--- src/rtl/core/single_car_elevator_controller_core_assert.svh ---
// Assertion macros used by the elevator car state machine.
`ifndef SINGLE_CAR_ELEVATOR_CONTROLLER_CORE_ASSERT_SVH
`define SINGLE_CAR_ELEVATOR_CONTROLLER_CORE_ASSERT_SVH

// Same-cycle implication, disabled while reset is high.
`define SCEC_ASSERT_NOW(label, clk, rst, ante, cons) \
  label: assert property (@(posedge clk) disable iff (rst) (ante) |-> (cons)) \
    else $error("elevator controller check failed");

// Next-cycle implication, disabled while reset is high.
`define SCEC_ASSERT_NEXT(label, clk, rst, ante, cons) \
  label: assert property (@(posedge clk) disable iff (rst) (ante) |=> (cons)) \
    else $error("elevator controller check failed");

`endif

--- src/rtl/core/scec_pkg.sv ---
// Package with the car mode type, output codes and register indexes.
package scec_pkg;

  typedef enum logic [3:0] {
    MODE_STOPPED = 4'b0001,
    MODE_UP      = 4'b0010,
    MODE_DOWN    = 4'b0100,
    MODE_DOOR    = 4'b1000
  } mode_t;

  localparam logic [1:0] CAR_STOPPED = 2'd0;
  localparam logic [1:0] CAR_UP      = 2'd1;
  localparam logic [1:0] CAR_DOWN    = 2'd2;
  localparam logic [1:0] CAR_DOOR    = 2'd3;

  localparam int REG_INDEX_WIDTH = 2;
  localparam logic [REG_INDEX_WIDTH-1:0] REG_TOP_FLOOR  = 2'd0;
  localparam logic [REG_INDEX_WIDTH-1:0] REG_MOVE_TICKS = 2'd1;
  localparam logic [REG_INDEX_WIDTH-1:0] REG_DOOR_TICKS = 2'd2;

  localparam int TOP_FLOOR_RESET  = 5;
  localparam int MOVE_TICKS_RESET = 10;
  localparam int DOOR_TICKS_RESET = 30;
  localparam int FLOOR_RESET      = 1;
  localparam int TARGET_NONE      = 0;

  function automatic logic [1:0] mode_code(input mode_t m);
    logic [1:0] code;
    code = CAR_STOPPED;
    unique case (m)
      MODE_STOPPED: code = CAR_STOPPED;
      MODE_UP:      code = CAR_UP;
      MODE_DOWN:    code = CAR_DOWN;
      MODE_DOOR:    code = CAR_DOOR;
      default:      code = CAR_STOPPED;
    endcase
    return code;
  endfunction

endpackage

--- src/rtl/core/scec_cfg_regs.sv ---
// Configuration registers for floor limit and travel and door timing.
module scec_cfg_regs
  import scec_pkg::*;
#(
  parameter int FLOOR_WIDTH = 4,
  parameter int TICK_WIDTH  = 8,
  parameter int DATA_WIDTH  = 8
) (
  input  logic                       clk,
  input  logic                       rst,
  input  logic                       wr_en,
  input  logic [REG_INDEX_WIDTH-1:0] wr_index,
  input  logic [DATA_WIDTH-1:0]      wr_data,
  output logic [FLOOR_WIDTH-1:0]     top_floor,
  output logic [TICK_WIDTH-1:0]      move_ticks,
  output logic [TICK_WIDTH-1:0]      door_ticks
);

  always_ff @(posedge clk) begin
    if (rst) begin
      top_floor  <= FLOOR_WIDTH'(TOP_FLOOR_RESET);
      move_ticks <= TICK_WIDTH'(MOVE_TICKS_RESET);
      door_ticks <= TICK_WIDTH'(DOOR_TICKS_RESET);
    end else if (wr_en) begin
      unique case (wr_index)
        REG_TOP_FLOOR:  top_floor  <= wr_data[FLOOR_WIDTH-1:0];
        REG_MOVE_TICKS: move_ticks <= wr_data[TICK_WIDTH-1:0];
        REG_DOOR_TICKS: door_ticks <= wr_data[TICK_WIDTH-1:0];
        default: ;
      endcase
    end
  end

endmodule

--- src/rtl/core/scec_car_fsm.sv ---
// Car state machine: applies one tick or request per step.
module scec_car_fsm
  import scec_pkg::*;
#(
  parameter int FLOOR_WIDTH = 4,
  parameter int TICK_WIDTH  = 8
) (
  input  logic                   clk,
  input  logic                   rst,
  input  logic                   step,
  input  logic                   operation,
  input  logic [FLOOR_WIDTH-1:0] requested_floor,
  input  logic [FLOOR_WIDTH-1:0] top_floor,
  input  logic [TICK_WIDTH-1:0]  move_ticks,
  input  logic [TICK_WIDTH-1:0]  door_ticks,
  output logic [FLOOR_WIDTH-1:0] floor_next,
  output mode_t                  mode_next,
  output logic [FLOOR_WIDTH-1:0] target_next,
  output logic                   taken
);

  `include "single_car_elevator_controller_core_assert.svh"

  localparam logic [FLOOR_WIDTH-1:0] NO_TARGET = FLOOR_WIDTH'(TARGET_NONE);

  mode_t                  mode_reg;
  logic [FLOOR_WIDTH-1:0] floor_reg;
  logic [FLOOR_WIDTH-1:0] target_reg;
  logic [TICK_WIDTH-1:0]  travel_count;
  logic [TICK_WIDTH-1:0]  open_count;
  logic [TICK_WIDTH-1:0]  travel_count_next;
  logic [TICK_WIDTH-1:0]  open_count_next;
  logic [TICK_WIDTH-1:0]  travel_inc;
  logic [TICK_WIDTH-1:0]  open_inc;
  logic [FLOOR_WIDTH-1:0] floor_step;

  assign travel_inc = travel_count + TICK_WIDTH'(1);
  assign open_inc   = open_count + TICK_WIDTH'(1);
  assign floor_step = (mode_reg == MODE_UP) ? floor_reg + FLOOR_WIDTH'(1)
                                            : floor_reg - FLOOR_WIDTH'(1);

  always_comb begin
    mode_next         = mode_reg;
    floor_next        = floor_reg;
    target_next       = target_reg;
    travel_count_next = travel_count;
    open_count_next   = open_count;
    taken             = 1'b0;
    if (operation) begin
      if (mode_reg == MODE_STOPPED && requested_floor != NO_TARGET &&
          requested_floor <= top_floor && requested_floor != floor_reg) begin
        target_next = requested_floor;
        taken       = 1'b1;
      end
    end else begin
      unique case (mode_reg)
        MODE_STOPPED: begin
          if (target_reg != NO_TARGET) begin
            mode_next = (target_reg > floor_reg) ? MODE_UP : MODE_DOWN;
          end
        end
        MODE_UP, MODE_DOWN: begin
          if (travel_inc >= move_ticks) begin
            floor_next        = floor_step;
            travel_count_next = '0;
            if (floor_step == target_reg) begin
              mode_next       = MODE_DOOR;
              open_count_next = '0;
            end
          end else begin
            travel_count_next = travel_inc;
          end
        end
        MODE_DOOR: begin
          if (open_inc >= door_ticks) begin
            target_next     = NO_TARGET;
            open_count_next = '0;
            mode_next       = MODE_STOPPED;
          end else begin
            open_count_next = open_inc;
          end
        end
        default: mode_next = MODE_STOPPED;
      endcase
    end
  end

  always_ff @(posedge clk) begin
    if (rst) begin
      mode_reg     <= MODE_STOPPED;
      floor_reg    <= FLOOR_WIDTH'(FLOOR_RESET);
      target_reg   <= NO_TARGET;
      travel_count <= '0;
      open_count   <= '0;
    end else if (step) begin
      mode_reg     <= mode_next;
      floor_reg    <= floor_next;
      target_reg   <= target_next;
      travel_count <= travel_count_next;
      open_count   <= open_count_next;
    end
  end

  // A car that is not stopped always has a target to serve.
  `SCEC_ASSERT_NOW(a_target_when_busy, clk, rst, mode_reg != MODE_STOPPED, target_reg != NO_TARGET)
  // The car never sits at floor zero.
  `SCEC_ASSERT_NOW(a_floor_nonzero, clk, rst, 1'b1, floor_reg != '0)
  // An accepted request leaves the car stopped with that target set.
  `SCEC_ASSERT_NEXT(a_taken_sets_target, clk, rst, step && taken, mode_reg == MODE_STOPPED && target_reg == $past(requested_floor))

endmodule

--- src/rtl/core/single_car_elevator_controller_core.sv ---
// Top level: configuration registers, input register, car state machine, result register.
// A request waits in the input register until the result register can take its result.
// Throughput: one request per cycle while the output is not stalled; while a result
// waits, the input register holds at most one more request and then stalls the input.
// Reset (rst, synchronous, active high) restores the configuration to its
// defaults, parks the car stopped at floor 1 with no target, and empties both registers.
module single_car_elevator_controller_core
  import scec_pkg::*;
#(
  parameter int FLOOR_WIDTH = 4,
  parameter int TICK_WIDTH  = 8
) (
  input  logic                       clk,
  input  logic                       rst,
  input  logic                       in_valid,
  output logic                       in_stall,
  input  logic                       operation,
  input  logic [FLOOR_WIDTH-1:0]     requested_floor,
  output logic                       out_valid,
  input  logic                       out_stall,
  output logic [FLOOR_WIDTH-1:0]     floor_now,
  output logic [1:0]                 car_mode,
  output logic [FLOOR_WIDTH-1:0]     pending_target,
  output logic                       request_taken,
  input  logic                       wr_en,
  input  logic [REG_INDEX_WIDTH-1:0] wr_index,
  input  logic [((FLOOR_WIDTH > TICK_WIDTH) ? FLOOR_WIDTH : TICK_WIDTH)-1:0] wr_data
);

  localparam int DATA_WIDTH = (FLOOR_WIDTH > TICK_WIDTH) ? FLOOR_WIDTH : TICK_WIDTH;

  logic [FLOOR_WIDTH-1:0] top_floor;
  logic [TICK_WIDTH-1:0]  move_ticks;
  logic [TICK_WIDTH-1:0]  door_ticks;

  logic                   held_valid;
  logic                   held_operation;
  logic [FLOOR_WIDTH-1:0] held_floor;
  logic                   advance;
  logic                   step;

  logic [FLOOR_WIDTH-1:0] floor_next;
  mode_t                  mode_next;
  logic [FLOOR_WIDTH-1:0] target_next;
  logic                   taken;

  assign advance  = !out_valid || !out_stall;
  assign in_stall = held_valid && !advance;
  assign step     = held_valid && advance;

  scec_cfg_regs #(
    .FLOOR_WIDTH(FLOOR_WIDTH),
    .TICK_WIDTH (TICK_WIDTH),
    .DATA_WIDTH (DATA_WIDTH)
  ) u_cfg (
    .clk       (clk),
    .rst       (rst),
    .wr_en     (wr_en),
    .wr_index  (wr_index),
    .wr_data   (wr_data),
    .top_floor (top_floor),
    .move_ticks(move_ticks),
    .door_ticks(door_ticks)
  );

  scec_car_fsm #(
    .FLOOR_WIDTH(FLOOR_WIDTH),
    .TICK_WIDTH (TICK_WIDTH)
  ) u_fsm (
    .clk            (clk),
    .rst            (rst),
    .step           (step),
    .operation      (held_operation),
    .requested_floor(held_floor),
    .top_floor      (top_floor),
    .move_ticks     (move_ticks),
    .door_ticks     (door_ticks),
    .floor_next     (floor_next),
    .mode_next      (mode_next),
    .target_next    (target_next),
    .taken          (taken)
  );

  always_ff @(posedge clk) begin
    if (rst) begin
      held_valid <= 1'b0;
    end else if (!in_stall) begin
      held_valid <= in_valid;
    end
  end

  always_ff @(posedge clk) begin
    if (!in_stall && in_valid) begin
      held_operation <= operation;
      held_floor     <= requested_floor;
    end
  end

  always_ff @(posedge clk) begin
    if (rst) begin
      out_valid <= 1'b0;
    end else if (advance) begin
      out_valid <= held_valid;
    end
  end

  always_ff @(posedge clk) begin
    if (step) begin
      floor_now      <= floor_next;
      car_mode       <= mode_code(mode_next);
      pending_target <= target_next;
      request_taken  <= taken;
    end
  end

endmodule

--- config.mk ---
export PLATFORM = sky130hd
export DESIGN_NAME = single_car_elevator_controller_core
export DESIGN_NICKNAME = d
export VERILOG_FILES = /design/src/rtl/core/scec_pkg.sv /design/src/rtl/core/scec_cfg_regs.sv /design/src/rtl/core/scec_car_fsm.sv /design/src/rtl/core/single_car_elevator_controller_core.sv
export VERILOG_INCLUDE_DIRS = /design/src /design/src/rtl/core
export SDC_FILE = /design/constraint.sdc
export NUM_CORES = 1
export LEC_CHECK = 0
export BUFFER_PORTS_ARGS = -buffer_cell sky130_fd_sc_hd__buf_2
export CORE_MARGIN = 3
export CORE_UTILIZATION = 50
export CTS_BUF_LIST = sky130_fd_sc_hd__clkbuf_16
export DETAILED_ROUTE_END_ITERATION = 7
export HOLD_SLACK_MARGIN = 0.06
export MAX_ROUTING_LAYER = met4
export PLACE_DENSITY_LB_ADDON = 0.1
export SYNTH_ARGS = -nofsm -noshare
export SYNTH_HDL_FRONTEND = slang
export SYNTH_HIERARCHICAL = 1
export SYNTH_SLANG_ARGS = --single-unit
--- constraint.sdc ---
create_clock -name clk -period 2.99 [get_ports clk]
set_input_delay 0.7475 -clock clk [delete_from_list [all_inputs] [get_ports clk]]
set_output_delay 0.7475 -clock clk [all_outputs]
set_load 0.01 [all_outputs]
==> flow_summary_export.csv <==
group,metric,value,unit
run_status,status,"completed",
synth,syn_avg_cell_area,9.10,um2
pwr,switching_share,23.0,%
floorplan,initial_core_util,52.3,%
grt,grt_pass1_vias,2967,
routing,viasPerCell,5.55,
critical_path,r2r_slack,0.12,ns
sta,fin_skew,0.00615,ns
clocking,cts_tree,"built",
floorplan,num_rows,31,
synth,ys_seq_elements,66,
cells_and_area,antenna_cells,0,
grt,grt_pass1_wl,13.9,mm
critical_path,slowest_stage,"dfxtp_2",
sta,hold_viol,0,
critical_path,cp_top_family,"compound AO/OA/AOI/OAI gates",
pwr,power_density,484,nW/um2
critical_path,max_stage_delay,0.38,ns
critical_path,cp.required,3.06,ns
sta,fin_tns_setup,0,ns
critical_path,path_cells,"and3_1, and3_1, nand3_1, xnor2_1, ha_1, a21o_1, a311oi_1, o31a_2, a41oi_2, o21ai_2, xnor2_1, nor3_1",
cells_and_area,syn2layout_area_growth,18.9,%
floorplan,dieArea,8790,um2
placement,hpwl,6.50,mm
placement,gp_congestion,0.917,
routing,wire_per_inst,15.2,um
synth,synth_cell_types,55,
critical_path,r2r-end,"car_mode[1]",
cells_and_area,drive_gt1_share,18.5,%
synth,synthArstFlopShare,0,%
worst_hold_path,hold_path_class,"reg -> reg",
critical_path,reg2reg_depth,12,
routing,wl,8.72,mm
critical_path,crit_type,"reg -> reg",
run,max_cap_viol_count,0,
clocking,cts_max_path_buffers,2,
routing,vias,3190,
sta,period_minus_slack,2.87,ns
sta,slew_violations,0,
clocking,clk_pin_slew_worst_paths,0.06,ns
clocking,insertion_delay,0.33,ns
clocking,ctsHoldBuffers,0,
synth,syn_nets,472,
sta,relSlewSlack,52.1,%
critical_path,crit_path_start,"u_fsm/open_count[0]",
clocking,clock-root-buffer,"clkbuf_16",
synth,yosys_warnings,6,
critical_path,crit_fanout,6,
grt,grt_max_degree,39,
cells_and_area,layout_common_cells,"dfxtp_1, inv_1, buf_2, nand2_1, nor2_1",
cells_and_area,layout_commonest_cell,"dfxtp_1",
floorplan,die-width,93.8,um
pwr,clkPwrFrac,49.1,%
critical_path,path_depth,12,
sta,whs,0.467,ns
critical_path,worst_setup_path_end_kind,"flip-flop",
placement,pre_cts_ws,-0.00604,ns
synth,synthCells,423,
routing,first_pass_iters,5,
routing,drt-initial-drc-count,155,
floorplan,io_pins,33,
pwr,power_switching,510,uW
synth,yosysSeqAreaShare,38.5,%
routing,postRouteAntennaNets,0,
synth,synth_edf_count,16,
sta,setup_slack,0.117,ns
cells_and_area,fin_nets,520,
critical_path,critPathBufInv,0,
clocking,cts_buffers,9,
critical_path,r2r_start,"u_fsm/open_count[0]",
critical_path,cp-start-kind,"flip-flop",
pwr,p_int,1710,uW
clocking,htreeDepth,3,
pwr,p_leak,0.00197,uW
placement,port_buffers,32,
pwr,vdd.ir_drop.worst,324,uV
sta,setup_viol,0,
pwr,pwr-share-seq,43.3,%
floorplan,core,7370,um2
critical_path,crit_arrival,2.94,ns
synth,synth-main-ff-cell,"dfxtp_1",
grt,grt_use_total,20.9,%
sta,fin_crit_sh,96.1,%
grt,grt-ovfl-total,0,
clocking,clock_sinks,66,
pwr,finalPower,2220,uW
critical_path,crit_end,"car_mode[1]",
routing,drc,0,
floorplan,die_y,93.8,um
grt,antenna_found_initial,0,
synth,synth.cell_area,3850,um2
pwr,p_comb_share,7.6,%
sta,fmax,348,MHz
sta,worst_pin_slew,0.700,ns
-- synthesized netlist by cell type, types with 2 or more instances --
| library cell | number | share of area (%) |
|---|---|---|
| dfxtp_1 | 50 | 26 |
| inv_1 | 32 | 3.1 |
| nand2_1 | 32 | 3.1 |
| nor2_1 | 30 | 2.9 |
| ha_1 | 28 | 9.1 |
| a21oi_1 | 24 | 3.1 |
| nand2b_1 | 22 | 3.6 |
| mux2i_1 | 21 | 5.5 |
| nand3_1 | 21 | 2.7 |
| xnor2_1 | 17 | 3.9 |
| edfxtp_1 | 16 | 12 |
| o21ai_0 | 13 | 1.7 |
| o21ai_1 | 10 | 1.3 |
| xor2_1 | 10 | 2.3 |
| clkbuf_1 | 9 | 0.88 |
| and3_1 | 6 | 0.97 |
| buf_2 | 6 | 0.78 |
| nand3b_1 | 6 | 1.2 |
| nor3_1 | 6 | 0.78 |
| a21o_1 | 5 | 0.97 |
| a32oi_1 | 5 | 1.1 |
| o21a_1 | 5 | 0.97 |
| a22o_1 | 4 | 0.91 |
| nand4_1 | 4 | 0.65 |
| and2_1 | 3 | 0.49 |
| nor4_1 | 3 | 0.49 |
| a2111oi_0 | 2 | 0.45 |
| a31oi_1 | 2 | 0.32 |
| and3b_1 | 2 | 0.45 |
| nor2b_1 | 2 | 0.32 |
| nor4b_1 | 2 | 0.45 |
| o31ai_1 | 2 | 0.39 |
-- per-stage QoR --
step | cell area, um2 | utilization [%] | cells
after floorplan | 3850 | - | 423
after global placement | 4190 | 56.9 | 555
after detailed placement | 4190 | 56.9 | 555
after CTS | 4510 | 61.1 | 571
after global routing | 4580 | 62.2 | 575
final | 4580 | 62.2 | 575
-- cells by family (layout without fill, tap and decap cells) --
| family | Yosys count | count (layout) | synth area share, % |
|---|---|---|---|
| buf+inv | 49 | 102 | 5.20 |
| xor+xnor | 28 | 28 | 6.76 |
| simple gates | 148 | 148 | 21.0 |
| mux | 21 | 21 | 5.46 |
| fa+ha+maj | 29 | 29 | 9.62 |
| compound gates | 82 | 82 | 13.5 |
| flops | 66 | 66 | 38.5 |
-- power groups by stage --
stage / logic [uW] / registers (uW) / clock network, uW
detailed placement: 163 / 978 / 0
floorplan: 107 / 975 / 0
global placement: 162 / 978 / 0
global route: 189 / 962 / 1150
finish: 169 / 959 / 1090
CTS: 164 / 959 / 1110
-- worst min-delay path: stages, from the launching register on --
cell     delay [ns]
dfxtp_1        0.32
nand3_1        0.06
nand2_1        0.04
-- what timing repair did --
item | CTS | global route
setup buffers | 0 | 4
setup endpoints to repair | 2 | 13
gates resized for setup | 1 | 10
-- layer usage --
metal  GRT usage, %  wire, um  vias to the layer above
met1           26.6      4010                     1486
met2           33.0      4140                       95
met3           3.53       440                       12
li1               -         -                     1597
met4           9.03       124                        0
met5              -         0                        -
-- how the worst min path moves through the flow --
| stage | startpoint | to | slack [ns] | cells after the start |
|---|---|---|---|---|
| 6_report | u_fsm/open_count[7] | u_fsm/open_count[7] | 0.47 | 2 |
| 2_1_floorplan | u_fsm/open_count[7] | u_fsm/open_count[7] | 0.44 | 2 |
| 5_1_grt | u_fsm/open_count[7] | u_fsm/open_count[7] | 0.50 | 2 |
| 4_1_cts | u_fsm/open_count[7] | u_fsm/open_count[7] | 0.47 | 2 |
| 3_3_place_gp | u_fsm/open_count[7] | u_fsm/open_count[7] | 0.45 | 2 |
| 3_5_place_dp | u_fsm/open_count[7] | u_fsm/open_count[7] | 0.46 | 2 |
-- area by class of cell --
cell class	instances	area [um2]
fill	657	2790
multi-input combinational	308	2220
sequential	66	1480
timing repair buffer	54	325
clock buffer	10	250
tap	99	124
inverter	32	120
clock inverter	6	61.3
Power figures use the tool's default switching activity.
